==> config.mk <==
export PLATFORM = sky130hd
export DESIGN_NAME = bcsh_lane
export DESIGN_NICKNAME = d
export VERILOG_FILES = /design/src/hdl/bcsh_pkg.sv /design/src/hdl/bcsh_lane.sv
export SDC_FILE = /design/constraint.sdc
export NUM_CORES = 2
export LEC_CHECK = 0
export ABC_AREA = 1
export BUFFER_PORTS_ARGS = -buffer_cell sky130_fd_sc_hd__clkbuf_2
export CORE_MARGIN = 3
export CORE_UTILIZATION = 60
export CTS_BUF_LIST = sky130_fd_sc_hd__clkbuf_16
export DETAILED_ROUTE_END_ITERATION = 6
export GPL_TIMING_DRIVEN = 0
export PLACE_DENSITY = 0.85
export RECOVER_POWER = 25
export SYNTH_ARGS = -nofsm -noshare
export SYNTH_HDL_FRONTEND = slang
export SYNTH_SLANG_ARGS = --single-unit
==> constraint.sdc <==
create_clock -name clk -period 6.29 [get_ports clk]
set_input_delay 0.3145 -clock clk [delete_from_list [all_inputs] [get_ports clk]]
set_output_delay 0.3145 -clock clk [all_outputs]
set_load 0.005 [all_outputs]
==> src/hdl/bcsh_pkg.sv <==
// Shared constants, register codes and settings struct for the color adjust block
`default_nettype none

package bcsh_pkg;

    // Pixel and fixed-point format
    localparam int PIX_W       = 10;
    localparam int FRAC_BITS   = 11;
    localparam int CAP_W       = PIX_W + FRAC_BITS;
    localparam int CH          = 3;

    // Register widths
    localparam int GAIN_W      = 14;
    localparam int BRI_W       = 13;
    localparam int WGT_W       = 17;
    localparam int ANG_W       = 16;
    localparam int CFG_W       = WGT_W;
    localparam int IDX_W       = 3;

    // Derived setting widths
    localparam int OFF_W       = PIX_W + BRI_W + 1;
    localparam int K0_W        = GAIN_W + 1;
    localparam int KC_W        = ANG_W + 1;

    // Datapath widths
    localparam int BSUM_W      = OFF_W + 1;
    localparam int PROD_W      = CAP_W + GAIN_W;
    localparam int LUMA_PROD_W = CAP_W + WGT_W;
    localparam int LSUM_W      = LUMA_PROD_W + 2;
    localparam int A_W         = PROD_W + 1 - FRAC_BITS;
    localparam int KG_W        = K0_W + CAP_W + 1;
    localparam int MIX_W       = KG_W + 1 - FRAC_BITS;
    localparam int SUM_W       = MIX_W + 2;
    localparam int D_W         = MIX_W + 1;
    localparam int M1_W        = SUM_W + KC_W;
    localparam int M2_W        = ANG_W + D_W;
    localparam int M3_W        = ANG_W + MIX_W;
    localparam int LUMA_SHIFT  = 16;
    localparam int HUE_SHIFT   = 30;
    localparam int ACC_W       = 62;
    localparam int HUE_W       = ACC_W - HUE_SHIFT;

    // Pipeline depth
    localparam int STAGES       = 12;
    localparam int LANE_STAGES  = 5;
    localparam int MERGE_STAGES = STAGES - LANE_STAGES;

    // Limits
    localparam logic [GAIN_W-1:0]       GAIN_MAX  = GAIN_W'(4 << FRAC_BITS);
    localparam logic signed [BRI_W-1:0] BRI_MAX   = BRI_W'(1 << FRAC_BITS);
    localparam logic signed [BRI_W-1:0] BRI_MIN   = -BRI_W'(1 << FRAC_BITS);
    localparam logic [WGT_W-1:0]        LUMA_ONE  = WGT_W'(65536);
    localparam logic signed [ANG_W-1:0] ANG_MAX   = ANG_W'(16384);
    localparam logic signed [ANG_W-1:0] ANG_MIN   = -ANG_W'(16384);
    localparam logic signed [KC_W-1:0]  ANG_ONE   = KC_W'(16384);
    localparam logic signed [K0_W-1:0]  GAIN_ONE  = K0_W'(1 << FRAC_BITS);

    // Rotation constants, Q16
    localparam logic signed [ACC_W-1:0] THIRD_Q16     = ACC_W'(21845);
    localparam logic signed [ACC_W-1:0] INV_SQRT3_Q16 = ACC_W'(37837);
    localparam logic signed [ACC_W-1:0] HUE_HALF      = ACC_W'(64'd1 << (HUE_SHIFT - 1));

    // Register reset values
    localparam logic [PIX_W-1:0]        RST_MAX_VALUE  = PIX_W'(1023);
    localparam logic [GAIN_W-1:0]       RST_CONTRAST   = GAIN_W'(2048);
    localparam logic signed [BRI_W-1:0] RST_BRIGHTNESS = '0;
    localparam logic [GAIN_W-1:0]       RST_SATURATION = GAIN_W'(2048);
    localparam logic [WGT_W-1:0]        RST_LUMA_RED   = WGT_W'(13933);
    localparam logic [WGT_W-1:0]        RST_LUMA_GREEN = WGT_W'(46871);
    localparam logic signed [ANG_W-1:0] RST_HUE_COS    = ANG_W'(16384);
    localparam logic signed [ANG_W-1:0] RST_HUE_SIN    = '0;

    // Register map
    typedef enum logic [IDX_W-1:0] {
        REG_MAX_VALUE         = 3'd0,
        REG_CONTRAST_GAIN     = 3'd1,
        REG_BRIGHTNESS_OFFSET = 3'd2,
        REG_SATURATION_SCALE  = 3'd3,
        REG_LUMA_WEIGHT_RED   = 3'd4,
        REG_LUMA_WEIGHT_GREEN = 3'd5,
        REG_HUE_COSINE        = 3'd6,
        REG_HUE_SINE          = 3'd7
    } cfg_idx_t;

    // Clamped and precomputed settings seen by the datapath
    typedef struct packed {
        logic [PIX_W-1:0]        maxv;
        logic [CAP_W-1:0]        cap;
        logic signed [OFF_W-1:0] off;
        logic [GAIN_W-1:0]       gc;
        logic [GAIN_W-1:0]       sc;
        logic signed [K0_W-1:0]  k0;
        logic [WGT_W-1:0]        wr;
        logic [WGT_W-1:0]        wg;
        logic [WGT_W-1:0]        wb;
        logic signed [ANG_W-1:0] cs;
        logic signed [ANG_W-1:0] sn;
        logic signed [KC_W-1:0]  kc;
        logic                    bypass;
    } bcsh_cfg_t;

endpackage

`default_nettype wire

==> src/hdl/bcsh_lane.sv <==
// Per-channel front end: brightness, contrast, luma and saturation products
`default_nettype none

module bcsh_lane
    import bcsh_pkg::*;
(
    input  logic                   clk,
    input  logic [LANE_STAGES-1:0] en,
    input  logic [PIX_W-1:0]       pix,
    input  bcsh_cfg_t              cfg,
    input  logic [WGT_W-1:0]       weight,
    output logic [LUMA_PROD_W-1:0] luma,
    output logic [PROD_W-1:0]      sat
);

    localparam logic [PROD_W:0] Q_HALF = (PROD_W+1)'(1 << (FRAC_BITS - 1));

    logic [PIX_W-1:0]       pix_reg;
    logic [CAP_W-1:0]       bri_reg, bri_next;
    logic [PROD_W-1:0]      gain_reg;
    logic [CAP_W-1:0]       con_reg, con_next;
    logic [LUMA_PROD_W-1:0] luma_reg;
    logic [PROD_W-1:0]      sat_reg;

    logic signed [OFF_W-1:0]  off_s;
    logic signed [BSUM_W-1:0] bsum;
    logic signed [BSUM_W-1:0] cap_s;
    logic [PROD_W:0]          gain_rnd;
    logic [PROD_W:0]          gain_q;

    assign off_s = cfg.off;
    assign cap_s = $signed({{(BSUM_W-CAP_W){1'b0}}, cfg.cap});

    // Brightness offset, clamp to [0, cap]
    always_comb
    begin
        bsum = $signed({{(BSUM_W-CAP_W){1'b0}}, pix_reg, {FRAC_BITS{1'b0}}})
             + BSUM_W'(off_s);
        if (bsum < 0)
            bri_next = '0;
        else if (bsum > cap_s)
            bri_next = cfg.cap;
        else
            bri_next = bsum[CAP_W-1:0];
    end

    // Contrast product rounded back to Q11, clamp to cap
    always_comb
    begin
        gain_rnd = {1'b0, gain_reg} + Q_HALF;
        gain_q   = gain_rnd >> FRAC_BITS;
        if (gain_q > (PROD_W+1)'(cfg.cap))
            con_next = cfg.cap;
        else
            con_next = gain_q[CAP_W-1:0];
    end

    // Stage registers
    always_ff @(posedge clk)
    begin
        if (en[0])
            pix_reg <= pix;
        if (en[1])
            bri_reg <= bri_next;
        if (en[2])
            gain_reg <= bri_reg * cfg.gc;
        if (en[3])
            con_reg <= con_next;
        if (en[4])
        begin
            luma_reg <= con_reg * weight;
            sat_reg  <= cfg.sc * con_reg;
        end
    end

    assign luma = luma_reg;
    assign sat  = sat_reg;

endmodule

`default_nettype wire

==> impl_metrics.py <==
metrics = {
    "critical_path": {
        "path_class": "flip-flop to flip-flop",
        "start_kind": "flip-flop",
        "worst-path-buf-inv": 6,
        "slowest_stage": "edfxtp_1",
        "setup.worst_path.end": "luma[37]",
        "crit_top_cell": "fa_1",
        "crit_cells": 21,
        "crit_path_cell_trace": "clkbuf_2, nand2_1, inv_1, fa_1, fa_1, inv_1, fa_1, inv_1, fa_1, inv_1, fa_1, fa_1, inv_1, ha_1, a21oi_1, o21ai_0, a21oi_1, o21ai_0, nand2_1, nand3_1, xor2_1",
        "cp.arrival_ns": 6.45,
        "worstReg2RegEnd": "luma[37]",
        "regToRegStartpoint": "con_reg[1]",
        "r2r_cells": 21,
        "required_ns": 6.53,
        "worst-path-max-fanout": 10,
        "path_delay_family": "adder cells",
        "r2r_slack_ns": 0.07,
        "critPathMaxStageDelay_ns": 0.55,
        "startpoint": "con_reg[1]",
        "critPathCaptureType": "flip-flop",
    },
    "route": {
        "vias": 33840,
        "routed_via_density": 5.541,
        "firstDrtPassIters": 7,
        "wirelength_um": 114200,
        "first_iter_violations": 3739,
        "routedWlPerCell_um": 18.69,
        "ant_nets": 0,
        "drcViolationCount": 0,
    },
    "run_status": {
        "status": "complete, but fails checks",
        "failed_checks": "max-capacitance violations, max-slew violations",
    },
    "job": {
        "maxCapViolCount": 1,
    },
    "cells_and_area": {
        "fin_nets": 6560,
        "fillers": 5408,
        "drive_gt1_share_pct": 6.500,
        "area_delta_synth_final_pct": 7.989,
        "largest_register_ffs": 38,
        "layout_commonest_cell": "nand2_1",
        "layout_common_cells": "1396 x nand2_1, 1391 x inv_1, 734 x fa_1, 360 x ha_1, 204 x clkbuf_2",
    },
    "yosys": {
        "synth_area_um2": 39330,
        "synth_top_area_share_pct": 37.36,
        "syn-num-nets": 6328,
        "ys.flop_type": "edfxtp_1",
        "syn-instance-count": 5001,
        "synth_warnings": 0,
        "synth_cell_types": 46,
        "synth_top_area_cell": "fa_1",
        "avgSynthCellArea_um2": 7.864,
        "synth_edf_count": 150,
        "ys_top_cells_by_area": "fa_1 37%, nand2_1 13%, inv_1 13%, ha_1 11%, edfxtp_1 11%",
        "async_reset_ff_share_pct": 0,
        "yosysSeqAreaShare_pct": 11.45,
        "synth.ff_latch_count": 150,
    },
    "sta": {
        "setup_viol": 0,
        "worst_pin_slew_ns": 1.802,
        "period_share_pct": 98.86,
        "timing_hold_violations_final": 0,
        "timing.fmax_ghz": 0.1608,
        "slew-limit-headroom_pct": -20.17,
        "finalSetupTns_ns": 0,
        "skew_ns": 0.01336,
        "slew_violations": 32,
        "period_needed_ns": 6.218,
    },
    "clock_network": {
        "clkLatencyLatePin_ns": 0.51,
        "htree_levels": 4,
        "cts_buffers": 17,
        "numClockSinks": 150,
        "root_buffer": "clkbuf_16",
        "clock_path_buffers": 2,
        "tritoncts": "yes",
        "worst_setup_hold_path_clk_slew_ns": 0.07,
    },
    "hold_path": {
        "whs_path_depth": 3,
        "hold_path.class": "input pin to flip-flop",
        "holdCritStartpoint": "cfg[187]",
    },
    "global_route": {
        "grt_pass1_wl_um": 179800,
        "antenna_found_initial": 8,
        "grtUsageTotal_pct": 34.38,
        "grt_use_met3_pct": 8.943,
        "busiest_layer": "met2",
        "grt_max_degree": 43,
        "grt_remaining_overflow": 0,
        "gr-usage-met1_pct": 43.32,
        "use_met2_pct": 55.21,
        "first_global_vias": 34670,
    },
    "die": {
        "chipWidth_um": 262.0,
        "initial_core_util_pct": 60.79,
        "core_um2": 64700,
        "ios": 305,
        "die_height_um": 262.0,
        "die-area_um2": 68650,
        "row_count": 93,
    },
    "placement": {
        "dp_hpwl_um": 95360,
        "portBuffers": 178,
        "place_congestion": 0.9921,
    },
}
[logic make-up (layout without fill, tap and decap cells)]
group / count (synthesis) / after routing / synth area share (%)
and+or+nand+nor: 1785 / 1785 / 18.07
buffers and inverters: 1577 / 1822 / 15.19
adders and majority gates: 1095 / 1095 / 48.85
AOI/OAI and AO/OA: 293 / 293 / 4.187
DFF: 150 / 150 / 11.45
xor gates and xnor gates: 101 / 101 / 2.249
other: 0 / 6 / 0
[routing by layer]
metal | wire length [um] | vias to the layer above
li1 | - | 15050
met1 | 41500 | 16280
met2 | 53440 | 2048
met3 | 12990 | 448
met4 | 6200 | 4
met5 | 27 | -
[repair_timing]
action | in CTS | in global routing
endpoints found under the hold margin | 10 | 0
setup buffers | 0 | 37
resized for setup | 27 | 160
cloned | 0 | 0
pin swaps | 0 | 0
setup endpoints to repair | 30 | 53
hold buffers | 10 | 0
[tightest hold or removal path: cells and delay by family]
family | cells | cell delay [ns]
buffers and inverters | 1 | 0.11
AND/OR/NAND/NOR | 2 | 0.11
[Yosys cell counts (2+ instances only)]
master and instances:
a211oi_1 4, a21boi_0 7, a21o_1 27, a21oi_1 143, a31oi_1 13, and3_1 2, buf_2 3, buf_4 2
buf_6 6, clkbuf_1 174, edfxtp_1 150, fa_1 734, ha_1 361, inv_1 1391, nand2_1 1396, nand2_2 3
nand2_4 2, nand2b_1 2, nand3_1 105, nand3b_1 6, nand4_1 37, nor2_1 186, nor2_2 2, nor2_4 3
nor3_1 23, nor3_2 2, nor4_1 9, o2111ai_1 2, o211ai_1 3, o21a_1 2, o21ai_0 71, o21ai_1 3
o21bai_1 13, o221ai_1 3, xnor2_1 27, xor2_1 74
[area by class of cell]
| type | instances | area, um^2 | area share, % |
|---|---|---|---|
| multi-input combinational | 3274 | 28870 | 67.98 |
| inverter | 1392 | 5225 | 12.30 |
| sequential | 150 | 4504 | 10.61 |
| timing repair buffer | 226 | 1345 | 3.167 |
| tap | 855 | 1070 | 2.519 |
| buffer | 172 | 845.8 | 1.992 |
| clock buffer | 17 | 425.4 | 1.002 |
| clock inverter | 15 | 170.2 | 0.4007 |
| antenna | 6 | 15.01 | 0.03535 |
[through the flow]
| stage | cell area (um^2) | setup slack, ns | utilization (%) | hold slack [ns] | instances |
|---|---|---|---|---|---|
| floorplan | 39330 | 0.7751 | - | 0.4134 | 5001 |
| global placement | 41290 | -0.4141 | 63.82 | 0.4930 | 6034 |
| detailed placement | 41310 | -0.4649 | 63.85 | 0.4931 | 6035 |
| CTS | 42030 | 0.0009588 | 64.97 | 0.1054 | 6074 |
| global route | 42460 | -0.008511 | 65.64 | 0.1325 | 6105 |
| finish | 42470 | 0.07201 | 65.64 | 0.1415 | 6107 |
[worst min-delay path by stage]
stage / endpoint / slack, ns
2_1_floorplan: pix_reg[0] / 0.41
3_3_place_gp: pix_reg[7] / 0.49
3_5_place_dp: pix_reg[6] / 0.49
4_1_cts: luma[0] / 0.11
5_1_grt: luma[0] / 0.13
6_report: con_reg[19] / 0.14
Power is not shown: default switching activity piles up to over one toggle a cycle in this logic, so the estimate is an artifact.
