`config.mk`:
```
export PLATFORM = sky130hd
export DESIGN_NAME = bcsh_cfg
export DESIGN_NICKNAME = d
export VERILOG_FILES = /design/src/hdl/bcsh_pkg.sv /design/src/hdl/bcsh_cfg.sv
export SDC_FILE = /design/constraint.sdc
export NUM_CORES = 1
export LEC_CHECK = 0
export BUFFER_PORTS_ARGS = -buffer_cell sky130_fd_sc_hd__buf_4
export CAP_MARGIN = 10
export CORE_ASPECT_RATIO = 1.4
export CORE_MARGIN = 5
export CORE_UTILIZATION = 59
export CTS_CLUSTER_SIZE = 10
export DETAILED_ROUTE_END_ITERATION = 8
export PLACE_DENSITY = 0.81
export SLEW_MARGIN = 20
export SYNTH_ARGS = -nofsm -noshare
export SYNTH_HDL_FRONTEND = slang
export SYNTH_SLANG_ARGS = --single-unit
```
`constraint.sdc`:
```
create_clock -name clk -period 8.7 [get_ports clk]
set_input_delay 1.305 -clock clk [delete_from_list [all_inputs] [get_ports clk]]
set_output_delay 1.305 -clock clk [all_outputs]
set_load 0.05 [all_outputs]
```
`src/hdl/bcsh_pkg.sv`:
```
// Shared constants, register codes and settings struct for the color adjust block
`default_nettype none

package bcsh_pkg;

    // Pixel and fixed-point format
    localparam int PIX_W       = 10;
    localparam int FRAC_BITS   = 11;
    localparam int CAP_W       = PIX_W + FRAC_BITS;
    localparam int CH          = 3;

    // Register widths
    localparam int GAIN_W      = 14;
    localparam int BRI_W       = 13;
    localparam int WGT_W       = 17;
    localparam int ANG_W       = 16;
    localparam int CFG_W       = WGT_W;
    localparam int IDX_W       = 3;

    // Derived setting widths
    localparam int OFF_W       = PIX_W + BRI_W + 1;
    localparam int K0_W        = GAIN_W + 1;
    localparam int KC_W        = ANG_W + 1;

    // Datapath widths
    localparam int BSUM_W      = OFF_W + 1;
    localparam int PROD_W      = CAP_W + GAIN_W;
    localparam int LUMA_PROD_W = CAP_W + WGT_W;
    localparam int LSUM_W      = LUMA_PROD_W + 2;
    localparam int A_W         = PROD_W + 1 - FRAC_BITS;
    localparam int KG_W        = K0_W + CAP_W + 1;
    localparam int MIX_W       = KG_W + 1 - FRAC_BITS;
    localparam int SUM_W       = MIX_W + 2;
    localparam int D_W         = MIX_W + 1;
    localparam int M1_W        = SUM_W + KC_W;
    localparam int M2_W        = ANG_W + D_W;
    localparam int M3_W        = ANG_W + MIX_W;
    localparam int LUMA_SHIFT  = 16;
    localparam int HUE_SHIFT   = 30;
    localparam int ACC_W       = 62;
    localparam int HUE_W       = ACC_W - HUE_SHIFT;

    // Pipeline depth
    localparam int STAGES       = 12;
    localparam int LANE_STAGES  = 5;
    localparam int MERGE_STAGES = STAGES - LANE_STAGES;

    // Limits
    localparam logic [GAIN_W-1:0]       GAIN_MAX  = GAIN_W'(4 << FRAC_BITS);
    localparam logic signed [BRI_W-1:0] BRI_MAX   = BRI_W'(1 << FRAC_BITS);
    localparam logic signed [BRI_W-1:0] BRI_MIN   = -BRI_W'(1 << FRAC_BITS);
    localparam logic [WGT_W-1:0]        LUMA_ONE  = WGT_W'(65536);
    localparam logic signed [ANG_W-1:0] ANG_MAX   = ANG_W'(16384);
    localparam logic signed [ANG_W-1:0] ANG_MIN   = -ANG_W'(16384);
    localparam logic signed [KC_W-1:0]  ANG_ONE   = KC_W'(16384);
    localparam logic signed [K0_W-1:0]  GAIN_ONE  = K0_W'(1 << FRAC_BITS);

    // Rotation constants, Q16
    localparam logic signed [ACC_W-1:0] THIRD_Q16     = ACC_W'(21845);
    localparam logic signed [ACC_W-1:0] INV_SQRT3_Q16 = ACC_W'(37837);
    localparam logic signed [ACC_W-1:0] HUE_HALF      = ACC_W'(64'd1 << (HUE_SHIFT - 1));

    // Register reset values
    localparam logic [PIX_W-1:0]        RST_MAX_VALUE  = PIX_W'(1023);
    localparam logic [GAIN_W-1:0]       RST_CONTRAST   = GAIN_W'(2048);
    localparam logic signed [BRI_W-1:0] RST_BRIGHTNESS = '0;
    localparam logic [GAIN_W-1:0]       RST_SATURATION = GAIN_W'(2048);
    localparam logic [WGT_W-1:0]        RST_LUMA_RED   = WGT_W'(13933);
    localparam logic [WGT_W-1:0]        RST_LUMA_GREEN = WGT_W'(46871);
    localparam logic signed [ANG_W-1:0] RST_HUE_COS    = ANG_W'(16384);
    localparam logic signed [ANG_W-1:0] RST_HUE_SIN    = '0;

    // Register map
    typedef enum logic [IDX_W-1:0] {
        REG_MAX_VALUE         = 3'd0,
        REG_CONTRAST_GAIN     = 3'd1,
        REG_BRIGHTNESS_OFFSET = 3'd2,
        REG_SATURATION_SCALE  = 3'd3,
        REG_LUMA_WEIGHT_RED   = 3'd4,
        REG_LUMA_WEIGHT_GREEN = 3'd5,
        REG_HUE_COSINE        = 3'd6,
        REG_HUE_SINE          = 3'd7
    } cfg_idx_t;

    // Clamped and precomputed settings seen by the datapath
    typedef struct packed {
        logic [PIX_W-1:0]        maxv;
        logic [CAP_W-1:0]        cap;
        logic signed [OFF_W-1:0] off;
        logic [GAIN_W-1:0]       gc;
        logic [GAIN_W-1:0]       sc;
        logic signed [K0_W-1:0]  k0;
        logic [WGT_W-1:0]        wr;
        logic [WGT_W-1:0]        wg;
        logic [WGT_W-1:0]        wb;
        logic signed [ANG_W-1:0] cs;
        logic signed [ANG_W-1:0] sn;
        logic signed [KC_W-1:0]  kc;
        logic                    bypass;
    } bcsh_cfg_t;

endpackage

`default_nettype wire

```
`src/hdl/bcsh_cfg.sv`:
```
// Configuration registers and the registered, clamped settings derived from them
`default_nettype none

module bcsh_cfg
    import bcsh_pkg::*;
(
    input  logic             clk,
    input  logic             rst_n,
    input  logic             cfg_we,
    input  logic [IDX_W-1:0] cfg_index,
    input  logic [CFG_W-1:0] cfg_data,
    output bcsh_cfg_t        cfg
);

    logic [PIX_W-1:0]        max_value_reg;
    logic [GAIN_W-1:0]       contrast_gain_reg;
    logic signed [BRI_W-1:0] brightness_offset_reg;
    logic [GAIN_W-1:0]       saturation_scale_reg;
    logic [WGT_W-1:0]        luma_red_reg;
    logic [WGT_W-1:0]        luma_green_reg;
    logic signed [ANG_W-1:0] hue_cos_reg;
    logic signed [ANG_W-1:0] hue_sin_reg;

    bcsh_cfg_t cfg_reg, cfg_next;

    logic signed [BRI_W-1:0] db;
    logic [GAIN_W-1:0]       sc_c;
    logic [WGT_W-1:0]        wr_c;
    logic [WGT_W-1:0]        wg_c;
    logic [WGT_W-1:0]        rem;
    logic signed [ANG_W-1:0] cs_c;
    logic signed [ANG_W-1:0] sn_c;

    // Register writes
    always_ff @(posedge clk or negedge rst_n)
    begin
        if (!rst_n)
        begin
            max_value_reg         <= RST_MAX_VALUE;
            contrast_gain_reg     <= RST_CONTRAST;
            brightness_offset_reg <= RST_BRIGHTNESS;
            saturation_scale_reg  <= RST_SATURATION;
            luma_red_reg          <= RST_LUMA_RED;
            luma_green_reg        <= RST_LUMA_GREEN;
            hue_cos_reg           <= RST_HUE_COS;
            hue_sin_reg           <= RST_HUE_SIN;
        end
        else if (cfg_we)
        begin
            case (cfg_idx_t'(cfg_index))
                REG_MAX_VALUE:         max_value_reg         <= cfg_data[PIX_W-1:0];
                REG_CONTRAST_GAIN:     contrast_gain_reg     <= cfg_data[GAIN_W-1:0];
                REG_BRIGHTNESS_OFFSET: brightness_offset_reg <= cfg_data[BRI_W-1:0];
                REG_SATURATION_SCALE:  saturation_scale_reg  <= cfg_data[GAIN_W-1:0];
                REG_LUMA_WEIGHT_RED:   luma_red_reg          <= cfg_data[WGT_W-1:0];
                REG_LUMA_WEIGHT_GREEN: luma_green_reg        <= cfg_data[WGT_W-1:0];
                REG_HUE_COSINE:        hue_cos_reg           <= cfg_data[ANG_W-1:0];
                REG_HUE_SINE:          hue_sin_reg           <= cfg_data[ANG_W-1:0];
                default: ;
            endcase
        end
    end

    // Clamp settings and precompute offset, gray mix and rotation terms
    always_comb
    begin
        if (brightness_offset_reg > BRI_MAX)
            db = BRI_MAX;
        else if (brightness_offset_reg < BRI_MIN)
            db = BRI_MIN;
        else
            db = brightness_offset_reg;

        sc_c = (saturation_scale_reg > GAIN_MAX) ? GAIN_MAX : saturation_scale_reg;
        wr_c = (luma_red_reg > LUMA_ONE) ? LUMA_ONE : luma_red_reg;
        rem  = LUMA_ONE - wr_c;
        wg_c = (luma_green_reg > rem) ? rem : luma_green_reg;

        if (hue_cos_reg > ANG_MAX)
            cs_c = ANG_MAX;
        else if (hue_cos_reg < ANG_MIN)
            cs_c = ANG_MIN;
        else
            cs_c = hue_cos_reg;

        if (hue_sin_reg > ANG_MAX)
            sn_c = ANG_MAX;
        else if (hue_sin_reg < ANG_MIN)
            sn_c = ANG_MIN;
        else
            sn_c = hue_sin_reg;

        cfg_next.maxv   = max_value_reg;
        cfg_next.cap    = {max_value_reg, {FRAC_BITS{1'b0}}};
        cfg_next.off    = OFF_W'(db) * OFF_W'($signed({1'b0, max_value_reg}));
        cfg_next.gc     = (contrast_gain_reg > GAIN_MAX) ? GAIN_MAX : contrast_gain_reg;
        cfg_next.sc     = sc_c;
        cfg_next.k0     = GAIN_ONE - $signed({1'b0, sc_c});
        cfg_next.wr     = wr_c;
        cfg_next.wg     = wg_c;
        cfg_next.wb     = rem - wg_c;
        cfg_next.cs     = cs_c;
        cfg_next.sn     = sn_c;
        cfg_next.kc     = ANG_ONE - KC_W'(cs_c);
        cfg_next.bypass = (cs_c == ANG_MAX) && (sn_c == '0);
    end

    // Settings register, takes up the writes on the next clock
    always_ff @(posedge clk)
    begin
        cfg_reg <= cfg_next;
    end

    assign cfg = cfg_reg;

endmodule

`default_nettype wire

```
==> flow_summary.json, run 1 <==
{
  "synth_ff_type": "dfxtp_1",
  "syn2layout_area_growth_pct": 16.84,
  "avgSynthCellArea_um2": 10.75,
  "yosysTopAreaCellShare": 0.2149,
  "tightestPinTransition_ns": 1.146,
  "drc_errors": 0,
  "overflow": 0,
  "critPathSlowestCell": "nor4_1",
  "final.setup.tns_ns": 0,
  "vias_per_cell": 5.436,
  "synthCells": 1526,
  "die_area_mm2": 0.03128,
  "crit_required_ns": 9.15,
  "grtUsageTotal": 0.2541,
  "hold_buffers": 0,
  "synth-seq-cells": 293,
  "ctsResizeCount": 0,
  "largest_register_ffs": 176,
  "skew_ns": 0.02000,
  "clkLatencyLatePin_ns": 0.53,
  "fin_ws_ns": 1.575,
  "critPathLaunchType": "flop",
  "cts_sinks": 293,
  "post_cts_buffers": 0,
  "wl_per_cell_um": 18.50,
  "clk_pin_slew_ns": 0.06,
  "nFillCells": 2065,
  "grt_max_degree": 63,
  "setup_viol": 0,
  "maxCapViolations": 0,
  "dr.pass1.iters": 5,
  "antenna_left": 0,
  "synth-async-reset-ratio": 0.3993,
  "htreeDepth": 2,
  "syn_area_mm2": 0.01640,
  "min_period_ns": 7.125,
  "grt_pass1_wl_um": 62580,
  "num_rows": 72,
  "ys_types": 71,
  "fmax_mhz": 140.3,
  "io_buffers": 210,
  "hpwl_um": 29220,
  "core_area_mm2": 0.02757,
  "yosys_warnings": 0,
  "arrival_ns": 7.57,
  "pre_cts_ws_ns": 1.656,
  "grt_pass1_vias": 12309,
  "totalWireLength_um": 38950,
  "antenna_found_initial": 2,
  "drive_above_1_share": 0.2527,
  "ios": 222,
  "place_congestion": 0.9016,
  "die_h_um": 207.3,
  "synth.area.top_cells": "dfxtp_1 21%, fa_1 15%, dfrtp_1 13%, mux2_2 9.0%, ha_1 6.9%",
  "outcome": "complete, no violations",
  "crit_fanout": 31,
  "multiInputGateArea_mm2": 0.008836,
  "numCtsBuffers": 35,
  "initial_core_util": 0.5949,
  "cp-end-kind": "flop",
  "critPathKind": "reg2reg",
  "clock_tree.root_cell": "clkbuf_16",
  "num_vias": 11442,
  "ctsLongestPathBuffers": 3,
  "critPathMaxStageDelay_ns": 0.60,
  "drv_slew": 0,
  "worstHoldPathType": "reg2reg",
  "synth_edf_count": 0,
  "slew_headroom": 0.2317,
  "synth_top_cell_by_area": "dfxtp_1",
  "fp.dieW_um": 150.9,
  "rsz0062_at_grt": "no",
  "finalHoldViolCount": 0,
  "nets": 1949,
  "dr.first_iter.drc_count": 775,
  "fin_crit_sh": 0.8190,
  "cts_tree": "done",
  "seqCellArea_mm2": 0.006491,
  "yosysSeqAreaShare": 0.3958
}
## path summary, 6_finish.rpt
| check | from | endpoint | slack [ns] | depth (start not counted) |
|---|---|---|---|---|
| hold / removal | hue_sin_reg[15] | cfg[33] | 0.46 | 0 |
| setup reg to reg | luma_red_reg[1] | cfg[66] | 1.57 | 27 |
| min in group asynchronous | rst_n | luma_red_reg[14] | 0.83 | 1 |
| setup / recovery | luma_red_reg[1] | cfg[66] | 1.57 | 27 |
| hold reg to reg | hue_sin_reg[15] | cfg[33] | 0.46 | 0 |
| max in group asynchronous | rst_n | brightness_offset_reg[8] | 6.66 | 2 |
## routing by layer
metal / wire (um) / track usage / vias to the layer above
met5: 0 / 0 / -
li1: - / - / 5301
met2: 20580 / 0.4598 / 394
met4: 2142 / 0.1327 / 0
met3: 2184 / 0.04128 / 149
met1: 14040 / 0.2812 / 5598
## final cells by class
| type | instances | share of cell area |
|---|---|---|
| Multi-Input combinational cell | 966 | 0.4612 |
| Antenna cell | 2 | 0.0002612 |
| Inverter | 204 | 0.03997 |
| Sequential cell | 293 | 0.3388 |
| Tap cell | 370 | 0.02416 |
| Clock buffer | 55 | 0.05068 |
| Timing Repair Buffer | 213 | 0.08346 |
| Clock inverter | 2 | 0.001502 |
## critical path: cells and delay by family, from the launching register on
| kind | cells | cell delay (ns) |
|---|---|---|
| flops | 1 | 0.41 |
| fa+ha+maj | 4 | 1.22 |
| simple gates | 5 | 1.48 |
| compound gates | 13 | 2.98 |
| buf+inv | 2 | 0.17 |
| mux | 1 | 0.25 |
| xor+xnor | 2 | 0.51 |
## metrics by stage
step | instances | hold WS [ns] | cell area, um^2 | util
after floorplan | 1536 | 0.4143 | 16440 | -
after global placement | 2046 | 0.4214 | 18150 | 0.6586
after detailed placement | 2046 | 0.4406 | 18150 | 0.6586
after CTS | 2103 | 0.4519 | 19150 | 0.6949
after global routing | 2105 | 0.4773 | 19160 | 0.6950
final | 2105 | 0.4592 | 19160 | 0.6950
## cells in the final DEF, fill, tap and decap left out, types with 3 or more instances in the layout
cell	Yosys	final
nor3_1	17	16
or2_2	3	3
nand3b_1	3	3
a31oi_1	6	6
nor3b_1	6	4
and3_1	42	42
nand3_1	7	7
conb_1	1	11
a211oi_1	4	4
or3_1	5	5
and2_1	55	55
buf_4	23	213
clkbuf_1	44	18
nor4_1	15	15
inv_1	204	204
clkbuf_16	0	35
dfrtp_1	85	85
dfxtp_1	176	176
fa_1	122	122
a21o_1	10	10
xor2_1	13	13
mux2i_1	17	17
nor2b_1	46	45
a21boi_0	3	3
nand4b_1	3	3
nand2b_1	18	18
dfstp_2	32	32
mux2_2	131	131
a21oi_1	42	41
o21ai_0	31	31
ha_1	91	91
nand2_1	99	99
nor2_1	60	60
o211ai_1	5	5
xnor2_1	50	50
o21a_1	8	8
nand4_1	7	7
## cells by family after synthesis
family	count (synthesis)	synth area share
and+or+nand+nor	400	0.1309
muxes	148	0.1003
buffers and inverters	277	0.06936
AOI/OAI and AO/OA	131	0.05128
adders and majority gates	213	0.2184
other	1	0.0002287
DFF	293	0.3958
xor gates and xnor gates	63	0.03365
## synth_stat cells, types with 3 or more instances
cell type  instances
dfxtp_1          176
o21a_1             8
mux2_2           131
dfstp_2           32
nand2_1           99
and2_1            55
dfrtp_1           85
nand3b_1           3
nor3_1            17
nor4_1            15
a31oi_1            6
buf_4             23
clkbuf_1          44
nand3_1            7
nor3b_1            6
or2_2              3
xnor2_1           50
o21ai_0           31
inv_1            204
nand4b_1           3
nand2b_1          18
ha_1              91
a21boi_0           3
fa_1             122
nor2_1            60
a21oi_1           42
nand4_1            7
o211ai_1           5
a211oi_1           4
mux2i_1           17
xor2_1            13
or3_1              5
and3_1            42
nor2b_1           46
buf_2              3
a21o_1            10
Power of run 1 is left out: the tool's default activity adds up to more than one toggle a clock period on the data nets, which glitch-free logic cannot reach.
==> inputs of run 2 (changes only) <==
- CORE_UTILIZATION: 59 -> 53
- PLACE_DENSITY: 0.81 -> 0.77
- clock period: 8.7 -> 6.2 ns (I/O delays scaled with it)
==> flow_summary.json, run 2 (synthesis gave the netlist of run 1 again) <==
{
  "critPathKind": "reg2reg",
  "worstHoldPathType": "in2async",
  "clock_tree.root_cell": "clkbuf_16",
  "hpwl_um": 30760,
  "fin_crit_sh": 0.9559,
  "maxCapViolations": 0,
  "ios": 222,
  "final_common_cell": "buf_4",
  "skew_ns": 0.02035,
  "critPathLaunchType": "flop",
  "arrival_ns": 6.39,
  "dpl.cell_count": 2111,
  "dr.pass1.iters": 4,
  "vias_per_cell": 5.334,
  "crit_fanout": 5,
  "die_h_um": 218.1,
  "htreeDepth": 2,
  "io_buffers": 210,
  "nets": 2000,
  "cp-end-kind": "flop",
  "r2r_setup_slack_ns": 0.27,
  "drc_errors": 0,
  "largest_register_ffs": 176,
  "finalHoldViolCount": 0,
  "setup_viol": 0,
  "min_period_ns": 5.927,
  "diodes": 0,
  "nFillCells": 2432,
  "drv_slew": 0,
  "initial_core_util": 0.5339,
  "pre_cts_ws_ns": -0.1169,
  "syn2layout_area_growth_pct": 20.29,
  "die_area_mm2": 0.03461,
  "cts_sinks": 293,
  "cts_tree": "done",
  "clkLatencyLatePin_ns": 0.54,
  "grt_max_degree": 62,
  "wl_per_cell_um": 18.85,
  "final_cell_count_no_fill": 2177,
  "outcome": "complete, no violations",
  "num_rows": 76,
  "numCtsBuffers": 35,
  "antenna_found_initial": 0,
  "fp.dieW_um": 158.7,
  "ctsLongestPathBuffers": 3,
  "placed_cell_area_mm2": 0.01853,
  "grt_pass1_vias": 12621,
  "utilization": 0.6422,
  "tightestPinTransition_ns": 1.096,
  "fin_ws_ns": 0.2731,
  "totalWireLength_um": 41030,
  "num_vias": 11612,
  "grtUsageTotal": 0.2411,
  "grt_pass1_wl_um": 65410,
  "fmax_mhz": 168.7,
  "stdcell_area_mm2": 0.01973,
  "dr.first_iter.drc_count": 619,
  "place_congestion": 0.8891,
  "slew_headroom": 0.2652,
  "layout_common_cells": "262 x buf_4, 204 x inv_1, 176 x dfxtp_1",
  "overflow": 0,
  "crit_required_ns": 6.66,
  "clk_pin_slew_ns": 0.05,
  "antenna_left": 0,
  "core_area_mm2": 0.03071,
  "drive_above_1_share": 0.2871
}
run 2: layer usage:
layer | vias up | part of all wire | global-route usage
li1 | 5402 | - | -
met1 | 5696 | 0.36 | 0.2666
met2 | 391 | 0.54 | 0.4449
met3 | 123 | 0.050 | 0.03546
met4 | 0 | 0.048 | 0.1147
met5 | - | 0 | 0
run 2: final timing paths:
kind / endpoint / cells after the start / from
max in group asynchronous: hue_sin_reg[15] / 2 / rst_n
hold reg to reg: cfg[33] / 0 / hue_sin_reg[15]
min in group clk: cfg[33] / 0 / hue_sin_reg[15]
hold / removal: luma_green_reg[6] / 1 / rst_n
setup reg to reg: cfg[163] / 22 / brightness_offset_reg[0]
setup / recovery: cfg[163] / 22 / brightness_offset_reg[0]
run 2: critical path, stage by stage, from the launching register on:
cell and delay [ns]:
dfrtp_1 0.40, nor4_2 0.30, a31oi_1 0.13, nor2b_2 0.14
buf_4 0.14, and2_2 0.19, nand2_1 0.09, fa_1 0.55
inv_1 0.05, fa_1 0.49, fa_1 0.52, fa_1 0.54
inv_1 0.05, fa_1 0.52, inv_1 0.06, ha_4 0.16
nor4_1 0.48, a311oi_2 0.18, buf_4 0.18, o21ai_0 0.22
o21ai_0 0.14, a21oi_1 0.18, xnor2_1 0.13
run 2: cell type report:
class	count	area [um^2]	share of cell area
timing repair buffer	264	1998	0.1013
inverter	204	765.7	0.03882
clock inverter	3	48.80	0.002474
clock buffer	57	968.4	0.04910
multi-input combinational	966	8964	0.4544
tap	390	488.0	0.02474
sequential	293	6492	0.3291
run 2: metrics by stage:
step                      setup TNS, ns  hold slack, ns
after floorplan                       0          0.4143
after global placement                0          0.4561
after detailed placement        -0.1432          0.4589
after CTS                             0          0.4724
after global routing           -0.02122          0.4732
final                                 0          0.4625
run 2: repair_timing:
item | in CTS | in global routing
buffers inserted | 3 | 3
pin swaps | 0 | 9
hold buffers | 0 | 0
endpoints found under the setup margin | 3 | 18
resized for setup | 3 | 30
Power of run 2 is left out for the same reason.
==> inputs of run 3 (changes only) <==
- CELL_PAD_IN_SITES_DETAIL_PLACEMENT: unset -> 1
- CELL_PAD_IN_SITES_GLOBAL_PLACEMENT: unset -> 1
- CORE_UTILIZATION: 53 -> 42
- PLACE_DENSITY: 0.77 -> unset
- PLACE_DENSITY_LB_ADDON: unset -> 0.1
==> flow_summary.json, run 3 (synthesis gave the netlist of run 1 again) <==
{
  "dr.pass1.iters": 4,
  "drive_above_1_share": 0.3017,
  "final_cell_count_no_fill": 2319,
  "critPathLaunchType": "flop",
  "antenna_left": 0,
  "hpwl_um": 34450,
  "numCtsBuffers": 36,
  "crit_chain": "nor4_4 > a31oi_1 > nor2b_2 > buf_6 > buf_8 > and2_1 > buf_4 > nand2_1 > fa_1 > inv_1 > fa_1 > fa_1 > fa_1 > inv_1 > fa_1 > inv_1 > ha_1 > and4_1 > and3_1 > a21oi_2 > nand2_1 > nor2_1 > xnor2_1",
  "r2r_setup_slack_ns": 0.24,
  "num_rows": 85,
  "ctsLongestPathBuffers": 3,
  "syn2layout_area_growth_pct": 23.07,
  "final_common_cell": "buf_4",
  "die_h_um": 243.8,
  "cp-end-kind": "flop",
  "fin_crit_sh": 0.9619,
  "finalHoldViolCount": 0,
  "vias_per_cell": 5.008,
  "cts_tree": "done",
  "htreeDepth": 2,
  "slew_headroom": 0.2896,
  "critPathKind": "reg2reg",
  "wl_per_cell_um": 19.42,
  "dr.first_iter.drc_count": 365,
  "core_area_mm2": 0.03850,
  "tightestPinTransition_ns": 1.061,
  "setup_viol": 0,
  "grt_pass1_vias": 13126,
  "skew_ns": 0.02726,
  "layout_common_cells": "263 x buf_4, 201 x inv_1, 176 x dfxtp_1",
  "arrival_ns": 6.42,
  "overflow": 0,
  "fmax_mhz": 167.7,
  "nets": 2005,
  "clock_tree.root_cell": "clkbuf_16",
  "nFillCells": 4250,
  "clkLatencyLatePin_ns": 0.55,
  "initial_core_util": 0.4259,
  "antenna_found_initial": 2,
  "drc_errors": 0,
  "fp.dieW_um": 177.0,
  "worstHoldPathType": "reg2reg",
  "crit_fanout": 13,
  "clk_pin_slew_ns": 0.06,
  "ios": 222,
  "place_congestion": 0.8492,
  "critPathMaxStageDelay_ns": 0.54,
  "grt_max_degree": 73,
  "hold_buffers": 0,
  "num_vias": 11613,
  "io_buffers": 210,
  "grt_pass1_wl_um": 71190,
  "crit_required_ns": 6.65,
  "maxCapViolations": 0,
  "critPathSlowestCell": "fa_1",
  "totalWireLength_um": 45040,
  "rsz0062_at_grt": "yes",
  "outcome": "complete, no violations",
  "grtUsageTotal": 0.2082,
  "min_period_ns": 5.964,
  "dpl.cell_count": 2241,
  "largest_register_ffs": 176,
  "cts_sinks": 293,
  "die_area_mm2": 0.04315,
  "cpMostUsedCell": "fa_1",
  "drv_slew": 0
}
-- run 3: cell count changes in the layout (fill, tap and decap cells not counted), moves of 5 or more --
cell     change
nand2_2      +5
nor4_4       +5
ha_1         -5
nand2_1      -5
-- run 3: cell type report --
type                       instances  area, um^2  area share
antenna                            4       10.01   0.0004960
clock buffer                      54       968.4     0.04799
clock inverter                     8       140.1    0.006944
inverter                         204       765.7     0.03794
multi-input combinational        966        9116      0.4517
sequential                       293        6492      0.3217
tap                              522       653.1     0.03236
timing repair buffer             268        2034      0.1008
-- run 3: final timing paths --
| path | from | end | cells past startpoint |
|---|---|---|---|
| max | brightness_offset_reg[0] | cfg[165] | 23 |
| min | hue_sin_reg[15] | cfg[33] | 0 |
| max reg2reg | brightness_offset_reg[0] | cfg[165] | 23 |
| min reg2reg | hue_sin_reg[15] | cfg[33] | 0 |
| max in group asynchronous | rst_n | luma_red_reg[14] | 2 |
| min in group asynchronous | rst_n | luma_green_reg[14] | 1 |
-- run 3: through the flow --
step,hold WS [ns],setup TNS (ns),cell area (um^2),setup WS [ns],utilization
2_1_floorplan,0.4143,0,16440,0.1887,-
3_3_place_gp,0.4229,-0.6032,18680,-0.2640,0.4851
3_5_place_dp,0.4295,-1.686,18680,-0.3468,0.4851
4_1_cts,0.4508,0,19870,0.008564,0.5161
5_1_grt,0.4769,-0.04988,20170,-0.03394,0.5239
6_report,0.4485,0,20180,0.2360,0.5242
-- run 3: what timing repair did --
item | CTS | global route
endpoints found under the setup margin | 14 | 18
pin swaps | 4 | 28
gates cloned | 0 | 0
buffers inserted | 1 | 11
gates resized for setup | 20 | 53
hold endpoints to repair | 0 | 0
-- run 3: routing by layer --
metal,track usage,vias to the layer above,part of all wire
met4,0.05328,0,0.023
met5,0,-,0
met3,0.03349,64,0.039
li1,-,5415,-
met2,0.3988,203,0.55
met1,0.2377,5931,0.39
-- run 3: worst max-delay path, delay by kind of cell, from the launching register on --
family,cells,cell delay (ns)
adders and majority gates,6,2.94
and+or+nand+nor,8,1.47
buffers and inverters,6,0.56
DFF,1,0.41
AOI/OAI and AO/OA,2,0.33
xor gates and xnor gates,1,0.14
Power of run 3 is left out for the same reason.
